<file path="config.mk">
export PLATFORM = sky130hd
export DESIGN_NAME = pwts_sqrt
export DESIGN_NICKNAME = d
export VERILOG_FILES = /design/src/sv/assert_macros.svh /design/src/sv/pwts_pkg.sv /design/src/sv/pwts_sqrt.sv
export SDC_FILE = /design/constraint.sdc
export NUM_CORES = 2
export LEC_CHECK = 0
export CAP_MARGIN = 30
export CORE_MARGIN = 5
export CORE_UTILIZATION = 50
export CTS_CLUSTER_SIZE = 8
export DETAILED_ROUTE_END_ITERATION = 12
export DONT_BUFFER_PORTS = 1
export HOLD_SLACK_MARGIN = 0.15
export PLACE_DENSITY = 0.77
export SYNTH_ARGS = -nofsm -noshare
export SYNTH_HDL_FRONTEND = slang
export SYNTH_SLANG_ARGS = --single-unit
</file>
<file path="constraint.sdc">
create_clock -name clk -period 8.22 [get_ports clk]
set_clock_uncertainty 0.1 [all_clocks]
set_input_delay 1.233 -clock clk [delete_from_list [all_inputs] [get_ports clk]]
set_output_delay 1.233 -clock clk [all_outputs]
set_load 0.03 [all_outputs]
</file>
<file path="src/sv/assert_macros.svh">
// Assertion helpers for the projection block.
`ifndef ASSERT_MACROS_SVH
`define ASSERT_MACROS_SVH
`ifndef SYNTHESIS
`define PWTS_ASSERT_IMPL(label, clk, rstn, ante, cons) \
    label: assert property (@(posedge clk) disable iff (!rstn) (ante) |-> (cons)) \
        else $error("projection assertion failed");
`define PWTS_ASSERT_NEXT(label, clk, rstn, ante, cons) \
    label: assert property (@(posedge clk) disable iff (!rstn) (ante) |=> (cons)) \
        else $error("projection assertion failed");
`else
`define PWTS_ASSERT_IMPL(label, clk, rstn, ante, cons)
`define PWTS_ASSERT_NEXT(label, clk, rstn, ante, cons)
`endif
`endif

</file>
<file path="src/sv/pwts_pkg.sv">
`timescale 1ns / 1ps
package pwts_pkg;

    localparam int WORLD_BITS_DEF = 24;
    localparam int COEF_BITS_DEF  = 32;
    localparam int CLIP_BITS      = 64;
    localparam int FRAC_BITS      = 24;
    localparam int NUM_COEF       = 12;
    localparam int COEF_IDX_BITS  = 4;
    localparam int ROW_STRIDE     = 4;
    localparam int SIZE_BITS      = 14;
    localparam int HALF_BITS      = 13;
    localparam int CFG_IDX_BITS   = 2;
    localparam int SCR_BITS       = 16;
    localparam int SCR_QBITS      = 17;
    localparam int DIST_BITS      = 20;
    localparam int DIST_QBITS     = 20;
    localparam int DIST_DEN_BITS  = 7;
    localparam int DIST_IN_BITS   = CLIP_BITS - FRAC_BITS;

    // Divide by 100 as a multiply by ceil(2^34 / 100) and a shift; exact for
    // every numerator below 2^30, and the numerator stays below 100 * 2^20.
    localparam int DIST_NUM_BITS   = 27;
    localparam int DIST_RECIP_BITS = 28;
    localparam int DIST_SHIFT      = 34;

    localparam logic [CLIP_BITS-1:0]     W_MIN       = CLIP_BITS'(1678);
    localparam logic [DIST_DEN_BITS-1:0] DIST_DIV    = DIST_DEN_BITS'(100);
    localparam logic [DIST_RECIP_BITS-1:0] DIST_RECIP = DIST_RECIP_BITS'(171798692);
    localparam logic [DIST_BITS-1:0]     DIST_MAX    = '1;
    localparam logic [SIZE_BITS-1:0]     WIDTH_RST   = SIZE_BITS'(1920);
    localparam logic [SIZE_BITS-1:0]     HEIGHT_RST  = SIZE_BITS'(1080);

    localparam logic REQ_LOAD    = 1'b0;
    localparam logic REQ_PROJECT = 1'b1;

    localparam logic [CFG_IDX_BITS-1:0] CFG_WIDTH  = 2'd0;
    localparam logic [CFG_IDX_BITS-1:0] CFG_HEIGHT = 2'd1;
    localparam logic [CFG_IDX_BITS-1:0] CFG_MODE   = 2'd2;

    typedef struct packed {
        logic                 vis;
        logic                 neg_x;
        logic                 neg_y;
        logic                 sat_x;
        logic                 sat_y;
        logic [HALF_BITS-1:0] half_x;
        logic [HALF_BITS-1:0] half_y;
    } scr_side_t;

    typedef struct packed {
        logic                       vis;
        logic signed [SCR_BITS-1:0] sx;
        logic signed [SCR_BITS-1:0] sy;
    } scr_res_t;

    // Center plus floored signed offset, clamped to 16 bits.
    function automatic logic signed [SCR_BITS-1:0] screen_coord(
        input logic                 vis,
        input logic                 sat,
        input logic                 neg,
        input logic [HALF_BITS-1:0] half,
        input logic [SCR_QBITS-1:0] quo,
        input logic                 rem_nz
    );
        logic signed [SCR_QBITS+1:0] sum;
        sum = '0;
        if (!vis) begin
            return '0;
        end
        if (sat) begin
            return neg ? SCR_BITS'(-32768) : SCR_BITS'(32767);
        end
        if (neg) begin
            sum = $signed({6'b0, half}) - $signed({2'b0, quo})
                - $signed((SCR_QBITS+2)'(rem_nz));
        end else begin
            sum = $signed({6'b0, half}) + $signed({2'b0, quo});
        end
        if (sum > 32767) begin
            return SCR_BITS'(32767);
        end
        if (sum < -32768) begin
            return SCR_BITS'(-32768);
        end
        return sum[SCR_BITS-1:0];
    endfunction

endpackage

</file>
<file path="src/sv/pwts_sqrt.sv">
`timescale 1ns / 1ps
module pwts_sqrt #(
    parameter int IN_BITS = 2 * (pwts_pkg::WORLD_BITS_DEF + 1) + 2
) (
    input  logic                 clk,
    input  logic                 en,
    input  logic [IN_BITS-1:0]   val,
    output logic [IN_BITS/2-1:0] root
);
    localparam int RB = IN_BITS / 2;

    logic [RB+1:0]      rem_reg  [RB-1];
    logic [IN_BITS-1:0] val_reg  [RB-1];
    logic [RB-1:0]      root_reg [RB];

    // Two radicand bits per stage; one root bit out of each.
    for (genvar k = 0; k < RB; k++) begin : g_stage
        logic [RB+1:0]      rem_in;
        logic [RB-1:0]      root_in;
        logic [IN_BITS-1:0] val_in;
        logic [RB+1:0]      shifted;
        logic [RB+1:0]      trial;
        logic               take;

        if (k == 0) begin : g_first
            assign rem_in  = '0;
            assign root_in = '0;
            assign val_in  = val;
        end else begin : g_next
            assign rem_in  = rem_reg[k-1];
            assign root_in = root_reg[k-1];
            assign val_in  = val_reg[k-1];
        end

        assign shifted = {rem_in[RB-1:0], val_in[IN_BITS-1-2*k -: 2]};
        assign trial   = {root_in, 2'b01};
        assign take    = shifted >= trial;

        always_ff @(posedge clk)
        begin
            if (en)
            begin
                root_reg[k] <= {root_in[RB-2:0], take};
            end
        end

        if (k < RB - 1) begin : g_carry
            always_ff @(posedge clk)
            begin
                if (en)
                begin
                    rem_reg[k] <= take ? shifted - trial : shifted;
                    val_reg[k] <= val_in;
                end
            end
        end
    end

    assign root = root_reg[RB-1];

endmodule

</file>
-- Word-level counts from Yosys, hierarchy flattened
Memory sizes are Yosys's and may differ from the RTL's.
Cells that the tools add are included.
- bits in writable memories: 2676
- flip-flop bits (word level): 0
- logic and storage cells: 81
- memories: 3
- $lt $le $gt $ge: 26
- add/subtract/negate cells: 25
- multiplexer cells: 27
- memory list (memory ; depth ; bits a word ; read ports ; clocked after Yosys merged registers in ; wr ports ; line ; source):
    val_reg ; 25 ; 52 ; 25 ; 0 ; 25 ; pwts_sqrt.sv:13 ; logic [IN_BITS-1:0] val_reg [RB-1];
    rem_reg ; 25 ; 28 ; 25 ; 0 ; 25 ; pwts_sqrt.sv:12 ; logic [RB+1:0] rem_reg [RB-1];
    root_reg ; 26 ; 26 ; 26 ; 0 ; 26 ; pwts_sqrt.sv:14 ; logic [RB-1:0] root_reg [RB];
- operators with widths (kind ; number):
    >= comparator 28 bit ; 25
    two-way mux 28 bit ; 25
    subtractor 28 bit ; 24
    subtractor 2 x 1 -> 3 bit, second input constant ; 1
    >= comparator 2 x 1 -> 1 bit, second input constant ; 1
    two-way mux 1 bit ; 2

-- Logic depth before layout (Yosys ltp)
An unclocked memory read counts as a cell.
- depth in word-level cells: 3
- mapped depth: 14

-- Worst setup path before layout
No wires, ideal clock.
- path kind: flip-flop to flip-flop
- start point: mem rem_reg[1][85] in the netlist's numbering
- end point: mem rem_reg[1][130] in the netlist's numbering (data pin)
- data arrival time: 3.246 ns
- period minus slack after synthesis: 3.602 ns
- setup slack: 4.618 ns
- data required time: 7.864 ns
- setup time: 0.256 ns
- path buffers: 1
- stages on the path, launching flop included: 12
- cell sequence: edfxtp_1 ha_1 o21ai_0 a211oi_1 nor2_1 o22ai_1 o41ai_1 o41ai_1 a211oi_1 clkbuf_1 inv_1 o211a_1
- RTL lines (what ; line):
    from (decl) ; pwts_sqrt.sv:12

==> results.toml <==
[run_status]
outcome = "finished, violations left"
violations = "slew limit"

[routing]
wire_per_inst_um = 16.9
drt_wl_total_um = 132000
drt_drc = 0
route.antenna.remaining_nets = 0
drt_iter0_markers = 3754
drt-pass1-iter-count = 6
route.vias.total = 43657
route.detailed.vias_per_inst = 5.61

[yosys]
ys_seq_elements = 1616
yosys-top-cells-count = "edfxtp_1, inv_1, ha_1"
ys_seq_area_frac = 0.650
synthMuxAreaShare = 0.00860
synth_area_leaders = "edfxtp_1, ha_1, xor2_1"
synth_enable_flop_cells = 1616
synth_simple_gate_area_share = 0.0963
most_common_cell_in_the_netlist = "edfxtp_1"
netlist_instances = 5704
synth_xor_area_frac = 0.0598
async_flop_share = 0
combinational_family_with_the_most_area_after_synthesis = "simple AND/OR/NAND/NOR gates"
synth_compound_gate_area_share = 0.0921
yosys.cell_types.count = 78
netlist.area_leader.share = 0.650
synthDominantAreaCellType = "edfxtp_1"
warning_count_from_the_yosys_run = 0
mappedNetlistArea_sq_mm = 0.0746
postSynthNetCount = 6137
synth.avg_cell_area_sq_um = 13.1
postSynth.topFlopCell = "edfxtp_1"
synth_adder_area_share = 0.0636

[timing]
whs_ps = 292
fmax_ghz = 0.194
finalSetupViolations = 0
setup-tns-final_ps = 0
grt_setup_unrepaired = "no"
finalHoldViolCount = 0
timing.final.max_slew_violations = 252
period_needed_ps = 5170
min_period_over_period = 0.628
tightest_slew_ps = 1680
timing.max_slew.rel_slack = -0.118

[worst_setup_path]
critPathMaxFanout = 276
slowest_delay_ps = 770
cp.required_ps = 8480
crit_path_end_kind = "register"
timing.reg2reg.setup_slack_ps = 3770
r2r_cells = 11
critPathSlowestCell = "buf_16"
critical_path.cell_chain = "buf_16, buf_16, buf_16, buf_16"
r2r_end = "rem_reg[1][124]$_DFFE_PP_"
crit_path_kind = "in -> reg"
worst_path_most_repeated_cell = "buf_16"
critPathLaunchType = "input port"
cp.arrival_ps = 5420
timing.rr.start = "rem_reg[1][85]$_DFFE_PP_"

[floorplan]
die-height_um = 396
chipWidth_um = 396
dieArea_sq_mm = 0.157
placement_rows = 141
design.portCount = 80
core_area_sq_mm = 0.148
starting_density_of_the_core = 0.504

[min_path]
hp-class = "reg -> reg"
hold-path-cell-count = 0
worstHoldEndpoint = "val_reg[0][335]$_DFFE_PP_"
worstHoldStart = "val_reg[0][283]$_DFFE_PP_"

[power]
static-leakage-power_uw = 0.0317
totalPowerFinal_uw = 23300
power.switching_uw = 6250
p_clk_frac = 0.336
p_per_area_mw_per_mm2 = 281
seqPwrFrac = 0.476
cellInternalPower_uw = 17100
power.ir.vdd_worst_v = 0.000233
switching_share = 0.268
combPwrFrac = 0.189

[finish]
antennaDiodeCount = 0
n_fill_cell = 11461
areaGrowthSynthToFinish_pct = 11.0
net_total_in_the_final_layout = 6271
area_taken_by_multi_input_logic_gates_sq_mm = 0.0239
final_cell_count_no_fill = 7787
final_layout_size_suffix_gt1_frac = 0.0596
register_area_sq_mm = 0.0485
largest_register_ff_count = 650
design_area_sq_mm = 0.0828

[place]
place_congestion = 0.893
detailed_place.area_sq_mm = 0.0769
io_buffers = 0
post-place-cells = 7543
detailed_place_hpwl_um = 88400

[cts]
root_buffer = "clkbuf_16"
cts_setup_buffers = 0
cts-hold-fix-buffers = 0
max-clock-path-buffers = 3
cts.clk_slew.worst_paths_ps = 50
tritoncts = "built"
clock_latency_at_the_later_pin_of_the_worst_skew_pair_ps = 810
cts-buffers-inserted = 220
clkSinkCount = 1616
post_cts_resize_count = 0
htree_levels = 4

[run]
max_cap_violations = 0

[global_route]
grt_first_pass_wirelength_um = 216000
grt_start_max_net_pins = 277
first_global_vias = 42981
antenna_found_initial = 0
globalRouteOverflowTotal = 0
groute.usage.overall = 0.167
==> per-layer routing <==
layer,global-route usage,vias to the layer above,wire length [um]
met2,0.273,1087,62800
met4,0.0545,0,3510
met5,0,-,0
met3,0.0318,265,6830
met1,0.226,21057,58800
li1,-,21248,-
==> layout make-up <==
cell class                 instances  area share
sequential                      1616       0.586
clock buffer                     227      0.0671
inverter                         463      0.0210
multi-input combinational       3510       0.289
clock inverter                    14     0.00304
tap                             1930      0.0292
timing repair buffer              27     0.00431
==> worst max-delay path by stage <==
stage / to / slack, ps / from
2_1_floorplan: rem_reg[1][130]$_DFFE_PP_ / 4620 / rem_reg[1][85]$_DFFE_PP_
3_3_place_gp: rem_reg[0][383]$_DFFE_PP_ / 2580 / en
3_5_place_dp: rem_reg[0][385]$_DFFE_PP_ / 2470 / en
5_1_grt: rem_reg[0][387]$_DFFE_PP_ / 3040 / en
6_report: rem_reg[0][382]$_DFFE_PP_ / 3050 / en
4_1_cts: rem_reg[0][376]$_DFFE_PP_ / 3310 / en
==> metrics by stage <==
step	setup slack (ps)	utilization
6_report	3050	0.559
5_1_grt	3040	0.559
4_1_cts	3310	0.559
3_5_place_dp	2470	0.520
3_3_place_gp	2580	0.520
2_1_floorplan	4620	-
==> layout by cell type, fill, tap and decap left out, types with 11 or more instances in the layout <==
| cell type | count |
|---|---|
| and3_1 | 32 |
| clkbuf_16 | 221 |
| o211ai_1 | 22 |
| xnor2_1 | 247 |
| nand4_1 | 56 |
| nor2_1 | 365 |
| a21boi_0 | 13 |
| ha_1 | 379 |
| o31ai_1 | 28 |
| nand2b_1 | 73 |
| buf_4 | 16 |
| edfxtp_1 | 1616 |
| nor4_1 | 72 |
| nand3b_1 | 18 |
| inv_1 | 463 |
| nor2b_1 | 58 |
| nor4b_1 | 11 |
| or2_2 | 17 |
| xor2_1 | 262 |
| o21bai_1 | 30 |
| a2111oi_0 | 13 |
| a21oi_1 | 347 |
| o41ai_1 | 12 |
| mux2_2 | 49 |
| nor3_1 | 129 |
| a21o_1 | 136 |
| or4_1 | 44 |
| o21a_1 | 63 |
| a211oi_1 | 25 |
| and2_1 | 30 |
| a31oi_1 | 29 |
| o21ai_0 | 297 |
| nand4b_1 | 15 |
| nand3_1 | 86 |
| or3_1 | 49 |
| nand2_1 | 365 |
==> power by group through the flow <==
stage               sequential, uW  combinational (uW)  clock, uW
global route                 11200                4940       8420
detailed placement           11200                4330          0
finish                       11100                4400       7820
CTS                          11100                4360       8050
floorplan                    11000                3350          0
global placement             11200                4170          0
==> critical path: cells and delay by family <==
kind / cells / cell delay (ps)
buffers and inverters: 4 / 2580
==> cells by family after synthesis <==
family,count (synthesis)
AOI/OAI and AO/OA,1114
xor gates and xnor gates,509
adders and majority gates,379
buffers and inverters,578
DFF,1616
muxes,58
other,1
and+or+nand+nor,1449
Power figures use the tool's default switching activity.
