## src/sv/assert_macros.svh

```systemverilog
// Assertion helpers for the projection block.
`ifndef ASSERT_MACROS_SVH
`define ASSERT_MACROS_SVH
`ifndef SYNTHESIS
`define PWTS_ASSERT_IMPL(label, clk, rstn, ante, cons) \
    label: assert property (@(posedge clk) disable iff (!rstn) (ante) |-> (cons)) \
        else $error("projection assertion failed");
`define PWTS_ASSERT_NEXT(label, clk, rstn, ante, cons) \
    label: assert property (@(posedge clk) disable iff (!rstn) (ante) |=> (cons)) \
        else $error("projection assertion failed");
`else
`define PWTS_ASSERT_IMPL(label, clk, rstn, ante, cons)
`define PWTS_ASSERT_NEXT(label, clk, rstn, ante, cons)
`endif
`endif

```

## src/sv/pwts_pkg.sv

```systemverilog
`timescale 1ns / 1ps
package pwts_pkg;

    localparam int WORLD_BITS_DEF = 24;
    localparam int COEF_BITS_DEF  = 32;
    localparam int CLIP_BITS      = 64;
    localparam int FRAC_BITS      = 24;
    localparam int NUM_COEF       = 12;
    localparam int COEF_IDX_BITS  = 4;
    localparam int ROW_STRIDE     = 4;
    localparam int SIZE_BITS      = 14;
    localparam int HALF_BITS      = 13;
    localparam int CFG_IDX_BITS   = 2;
    localparam int SCR_BITS       = 16;
    localparam int SCR_QBITS      = 17;
    localparam int DIST_BITS      = 20;
    localparam int DIST_QBITS     = 20;
    localparam int DIST_DEN_BITS  = 7;
    localparam int DIST_IN_BITS   = CLIP_BITS - FRAC_BITS;

    // Divide by 100 as a multiply by ceil(2^34 / 100) and a shift; exact for
    // every numerator below 2^30, and the numerator stays below 100 * 2^20.
    localparam int DIST_NUM_BITS   = 27;
    localparam int DIST_RECIP_BITS = 28;
    localparam int DIST_SHIFT      = 34;

    localparam logic [CLIP_BITS-1:0]     W_MIN       = CLIP_BITS'(1678);
    localparam logic [DIST_DEN_BITS-1:0] DIST_DIV    = DIST_DEN_BITS'(100);
    localparam logic [DIST_RECIP_BITS-1:0] DIST_RECIP = DIST_RECIP_BITS'(171798692);
    localparam logic [DIST_BITS-1:0]     DIST_MAX    = '1;
    localparam logic [SIZE_BITS-1:0]     WIDTH_RST   = SIZE_BITS'(1920);
    localparam logic [SIZE_BITS-1:0]     HEIGHT_RST  = SIZE_BITS'(1080);

    localparam logic REQ_LOAD    = 1'b0;
    localparam logic REQ_PROJECT = 1'b1;

    localparam logic [CFG_IDX_BITS-1:0] CFG_WIDTH  = 2'd0;
    localparam logic [CFG_IDX_BITS-1:0] CFG_HEIGHT = 2'd1;
    localparam logic [CFG_IDX_BITS-1:0] CFG_MODE   = 2'd2;

    typedef struct packed {
        logic                 vis;
        logic                 neg_x;
        logic                 neg_y;
        logic                 sat_x;
        logic                 sat_y;
        logic [HALF_BITS-1:0] half_x;
        logic [HALF_BITS-1:0] half_y;
    } scr_side_t;

    typedef struct packed {
        logic                       vis;
        logic signed [SCR_BITS-1:0] sx;
        logic signed [SCR_BITS-1:0] sy;
    } scr_res_t;

    // Center plus floored signed offset, clamped to 16 bits.
    function automatic logic signed [SCR_BITS-1:0] screen_coord(
        input logic                 vis,
        input logic                 sat,
        input logic                 neg,
        input logic [HALF_BITS-1:0] half,
        input logic [SCR_QBITS-1:0] quo,
        input logic                 rem_nz
    );
        logic signed [SCR_QBITS+1:0] sum;
        sum = '0;
        if (!vis) begin
            return '0;
        end
        if (sat) begin
            return neg ? SCR_BITS'(-32768) : SCR_BITS'(32767);
        end
        if (neg) begin
            sum = $signed({6'b0, half}) - $signed({2'b0, quo})
                - $signed((SCR_QBITS+2)'(rem_nz));
        end else begin
            sum = $signed({6'b0, half}) + $signed({2'b0, quo});
        end
        if (sum > 32767) begin
            return SCR_BITS'(32767);
        end
        if (sum < -32768) begin
            return SCR_BITS'(-32768);
        end
        return sum[SCR_BITS-1:0];
    endfunction

endpackage

```

## src/sv/pwts_div.sv

```systemverilog
`timescale 1ns / 1ps
module pwts_div #(
    parameter int NUM_BITS = pwts_pkg::DIST_DEN_BITS + pwts_pkg::DIST_QBITS,
    parameter int DEN_BITS = pwts_pkg::DIST_DEN_BITS,
    parameter int Q_BITS   = pwts_pkg::DIST_QBITS
) (
    input  logic                clk,
    input  logic                en,
    input  logic [NUM_BITS-1:0] num,
    input  logic [DEN_BITS-1:0] den,
    output logic [Q_BITS-1:0]   quo,
    output logic                rem_nz
);
    localparam int R_BITS = DEN_BITS + Q_BITS;

    logic [R_BITS-1:0]   rem_reg [Q_BITS];
    logic [Q_BITS-1:0]   quo_reg [Q_BITS];
    logic [DEN_BITS-1:0] den_reg [Q_BITS-1];

    // One quotient bit per stage, most significant first.
    for (genvar k = 0; k < Q_BITS; k++) begin : g_stage
        logic [R_BITS-1:0]   rem_in;
        logic [R_BITS-1:0]   trial;
        logic [DEN_BITS-1:0] den_in;
        logic [Q_BITS-1:0]   quo_in;

        if (k == 0) begin : g_first
            assign rem_in = R_BITS'(num);
            assign den_in = den;
            assign quo_in = '0;
        end else begin : g_next
            assign rem_in = rem_reg[k-1];
            assign den_in = den_reg[k-1];
            assign quo_in = quo_reg[k-1];
        end

        assign trial = R_BITS'(den_in) << (Q_BITS - 1 - k);

        always_ff @(posedge clk)
        begin
            if (en)
            begin
                if (rem_in >= trial)
                begin
                    rem_reg[k] <= rem_in - trial;
                    quo_reg[k] <= quo_in | (Q_BITS'(1) << (Q_BITS - 1 - k));
                end
                else
                begin
                    rem_reg[k] <= rem_in;
                    quo_reg[k] <= quo_in;
                end
            end
        end

        if (k < Q_BITS - 1) begin : g_den
            always_ff @(posedge clk)
            begin
                if (en)
                begin
                    den_reg[k] <= den_in;
                end
            end
        end
    end

    assign quo    = quo_reg[Q_BITS-1];
    assign rem_nz = |rem_reg[Q_BITS-1];

endmodule

```

## config.mk

```make
export PLATFORM = sky130hd
export DESIGN_NAME = pwts_div
export DESIGN_NICKNAME = d
export VERILOG_FILES = /design/src/sv/assert_macros.svh /design/src/sv/pwts_pkg.sv /design/src/sv/pwts_div.sv
export SDC_FILE = /design/constraint.sdc
export NUM_CORES = 1
export LEC_CHECK = 0
export ABC_AREA = 1
export ABC_CLOCK_PERIOD_IN_PS = 3710
export BUFFER_PORTS_ARGS = -buffer_cell sky130_fd_sc_hd__buf_2
export CAP_MARGIN = 20
export CORE_ASPECT_RATIO = 1.1
export CORE_MARGIN = 8
export CORE_UTILIZATION = 55
export DETAILED_ROUTE_END_ITERATION = 6
export HOLD_SLACK_MARGIN = 0.1
export PLACE_DENSITY = 0.69
export SLEW_MARGIN = 10
export SYNTH_ARGS = -nofsm -noshare
export SYNTH_HDL_FRONTEND = slang
export SYNTH_SLANG_ARGS = --single-unit
```

## constraint.sdc

```tcl
create_clock -name clk -period 3.71 [get_ports clk]
set_input_delay 0.9275 -clock clk [delete_from_list [all_inputs] [get_ports clk]]
set_output_delay 0.9275 -clock clk [all_outputs]
set_load 0.03 [all_outputs]
```

* Yosys cells after proc, flatten, opt, wreduce, memory -nomap -nowiden
Memory sizes are Yosys's and may differ from the RTL's. Index checks and enable logic that the tools add are counted.
Storage, ports and cells: flip-flop bits (word level) 0, RAM bits 1073, bits of input ports 36, output and inout port bits 21, logic and storage cells 246, memories kept 3
Memories:
- rem_reg | words 20, width 27, read ports 20, clocked after memory_dff 0, write ports 20, RTL line pwts_div.sv:16 | logic [R_BITS-1:0] rem_reg [Q_BITS];
- quo_reg | words 20, width 20, read ports 20, clocked after memory_dff 0, write ports 20, RTL line pwts_div.sv:17 | logic [Q_BITS-1:0] quo_reg [Q_BITS];
- den_reg | words 19, width 7, read ports 19, clocked after memory_dff 0, write ports 19, RTL line pwts_div.sv:18 | logic [DEN_BITS-1:0] den_reg [Q_BITS-1];
Cells by class: add/sub/neg operators 20, magnitude comparators 20, multiplexer cells 162, bitwise gates (word level) 40, reductions and logical operators 1
Operators with widths (count):
- 27-bit two-way mux | 20
- 20-bit two-way mux | 20
- 1-bit two-way mux | 122
- 1-bit bitwise OR | 40
- 27-bit by 10-bit greater-or-equal comparator with 1-bit output | 1
- 27-bit by 11-bit greater-or-equal comparator with 1-bit output | 1
- 27-bit by 12-bit greater-or-equal comparator with 1-bit output | 1
- 27-bit by 13-bit greater-or-equal comparator with 1-bit output | 1
- 27-bit by 14-bit greater-or-equal comparator with 1-bit output | 1
- 27-bit by 15-bit greater-or-equal comparator with 1-bit output | 1
- 27-bit by 16-bit greater-or-equal comparator with 1-bit output | 1
- 27-bit by 17-bit greater-or-equal comparator with 1-bit output | 1
- 27-bit by 18-bit greater-or-equal comparator with 1-bit output | 1
- 27-bit by 19-bit greater-or-equal comparator with 1-bit output | 1
- 27-bit by 20-bit greater-or-equal comparator with 1-bit output | 1
- 27-bit by 21-bit greater-or-equal comparator with 1-bit output | 1
- 27-bit by 22-bit greater-or-equal comparator with 1-bit output | 1
- 27-bit by 23-bit greater-or-equal comparator with 1-bit output | 1
- 27-bit by 24-bit greater-or-equal comparator with 1-bit output | 1
- 27-bit by 25-bit greater-or-equal comparator with 1-bit output | 1
- 27-bit by 26-bit greater-or-equal comparator with 1-bit output | 1
- 27-bit by 7-bit greater-or-equal comparator with 1-bit output | 1
- 27-bit by 8-bit greater-or-equal comparator with 1-bit output | 1
- 27-bit by 9-bit greater-or-equal comparator with 1-bit output | 1
- 21 further kinds | 21

* Logic depth before layout (Yosys ltp)
An unclocked memory read counts as a cell.
word-level depth 6, mapped depth 14, depth with buffers taken out 14

* Worst setup path after synthesis
No wires, ideal clock.
path type input -> register, from input port en, to memory quo_reg[4][60] in the netlist's numbering (enable), library setup time 0.421 ns, arrival time 2.636 ns, data required time 3.289 ns, path slack 0.653 ns, stages 3, path buffers 3, path through buf_6 > clkbuf_1 > clkbuf_1
RTL lines:
- from (decl) | RTL line pwts_div.sv:8 | input logic en,
- to (decl) | RTL line pwts_div.sv:17

==> qor.yml <==
setup_path:
  crit_path_end_kind: "output pin"
  required_ns: 2.78
  crit_path_start_kind: "register"
  path_max_fanout: 1
  rr_worst_depth: 9
  critPathKind: "register to output pin"
  r2r_start: "rem_reg[3][64]"
  rrSetupSlack_ns: 1.00
  cp.arrival_ns: 2.00
  r2r_end: "rem_reg[3][102]"
power:
  net-switching-power_mw: 9.94
  p_int_mw: 20.7
  p_total_mw: 30.6
  max-vdd-ir-drop_mv: 0.499
  clkPwrFrac_pct: 31.1
  leakage_nw: 22.9
  pwr-share-seq_pct: 45.1
  swShare_pct: 32.4
  cellPowerDensity_nw_per_um2: 587
  pwr-share-comb_pct: 23.8
cells_and_area:
  drive_above_1_share_pct: 5.47
  largest_reg_flops: 540
  design_area_um2: 52200
  diodes: 0
  area_delta_synth_final_pct: 10.3
  final_common_cell: "nand2_1"
  fin_nets: 5609
  final_util_pct: 60.8
  final_cell_mix: "nand2_1 (1560), inv_1 (911), edfxtp_1 (883)"
  layout.cells.non_filler: 6639
placement:
  dp.cells: 6469
  dpl-instance-area_um2: 49000
  dpl_worst_slack_ns: 0.857
  dp_hpwl_um: 84400
  gp_congestion: 0.942
  portBuffers: 56
timing:
  hold_slack_ns: 0.412
  max_slew_margin_pct: 33.8
  slew_viol_final: 0
  final.setup.tns_ns: 0
  period_share_pct: 79.0
  finalSetupViolCount: 0
  fmax_ghz: 0.341
  worst_pin_slew_ns: 0.993
  worst_slack_ns: 0.780
  hold_violations: 0
  period_needed_ns: 2.93
  fin_skew_ns: 0.0372
  rsz0062_at_grt: "false"
route:
  vias: 34379
  first_iter_violations: 2428
  detail_route.vias_per_cell: 5.18
  drc: 0
  routed_wirelength_um: 109000
  ant_nets: 0
  drt-wirelength-per-cell_um: 16.4
  first_pass_iters: 6
logic_synthesis:
  yosys_warnings: 0
  yosysSeqAreaShare_pct: 56.0
  async_flop_share_pct: 0
  yosysUniqueCellTypes: 50
  syn_inst: 5289
  synthesis.area_um2: 47300
  synthFlopType: "edfxtp_1"
  yosys_register_bits: 883
  yosys.area.top_type: "edfxtp_1"
  yosysTopAreaCellShare_pct: 56.0
  netlist_top_cells_area: "edfxtp_1 (56%), nand2_1 (12%), inv_1 (7.2%), nor2_1 (5.1%), ha_1 (3.7%)"
  synth_edf_count: 883
  synthesis.nets: 5485
  synth.avg_cell_area_um2: 8.95
clocking:
  clock-sinks: 883
  cts-resized-gates: 0
  insertion_delay_ns: 0.67
  clock_tree.root_cell: "clkbuf_16"
  cts_setup_buffers: 0
  ctsHoldBuffers: 0
  numCtsBuffers: 92
  clk_pin_slew_ns: 0.06
  clockBufferDepth: 3
  cts_max_level: 3
  cts_tree: "built"
grt:
  grt_max_degree: 112
  grt_use_total_pct: 22.7
  grt_pass1_wl_um: 173000
  grt_overflow_total: 0
  grt_pass1_vias: 32994
  antenna_found_initial: 0
status:
  outcome: "finished, final reports clean"
worst_hold_path:
  hold_class: "register to register"
  min_path_cells: 0
  holdPathEnd: "quo_reg[2][15]"
  worstHoldStart: "quo_reg[1][75]"
floorplanning:
  fp.dieH_um: 324
  rows: 113
  initial_core_util_pct: 55.1
  core_um2: 85800
  die_area_um2: 95700
  pin_count: 57
  fp.dieW_um: 296
job:
  cap_violations: 0
## worst max path at each step
stage                               from             end  slack (ns)
after floorplan                       en  quo_reg[4][60]        0.65
after global placement           num[19]  rem_reg[0][24]        0.87
after detailed placement         num[19]  rem_reg[0][25]        0.86
after CTS                 rem_reg[4][83]          rem_nz        0.68
after global routing      rem_reg[4][83]          rem_nz        0.60
final                     rem_reg[4][83]          rem_nz        0.78
## worst max-delay path: stages, from the launching register on
cell      delay [ns]
edfxtp_1        0.39
nor4_1          0.44
nand2_1         0.12
nor2_1          0.10
nand4_1         0.07
buf_2           0.21
## routing by layer
layer | up-vias | GRT usage (%) | part of all wire (%)
li1 | 17467 | - | -
met1 | 15909 | 28.0 | 42
met2 | 800 | 40.7 | 51
met3 | 203 | 2.78 | 4.2
met4 | 0 | 8.54 | 3.3
met5 | - | 0 | 0
## final cells by class
cell class / count / area, um2
clock inverters: 62 / 769
fillers: 7453 / 33600
flip-flops and latches: 883 / 26500
well taps: 1150 / 1440
repair buffers: 81 / 566
inverters: 921 / 3460
multi-input cells: 3434 / 17100
clock buffers: 108 / 2380
## Yosys cell counts, types with 12 or more instances
cell,number
nor3_1,71
o21ai_0,79
ha_1,140
nor4_1,12
inv_1,911
nand3b_1,60
nand2_1,1560
xnor2_1,40
nand4_1,168
edfxtp_1,883
nand3_2,13
nand3_1,333
clkbuf_1,23
fa_1,20
nor2_1,639
o21ai_1,14
nor2_2,20
xor2_1,95
a21oi_1,94
## logic make-up (layout without fill, tap and decap cells)
kind of cell / count (synthesis) / count (layout) / share of synthesized area (%)
buffers and inverters: 972 / 1172 / 7.92
AO/OA/AOI/OAI: 212 / 212 / 2.39
flip-flops: 883 / 883 / 56.0
XOR/XNOR: 135 / 135 / 2.50
AND/OR/NAND/NOR: 2927 / 2927 / 26.6
adder cells (fa/ha/maj): 160 / 160 / 4.55
## power by group through the flow
stage	clock [mW]	combinational (mW)	sequential [mW]
floorplan	0	5.56	13.5
global placement	0	7.14	14.0
detailed placement	0	7.24	14.0
CTS	9.75	7.28	13.8
global route	10.1	8.34	13.9
finish	9.52	7.29	13.8
No activity file was read; power rests on OpenSTA's default activity.
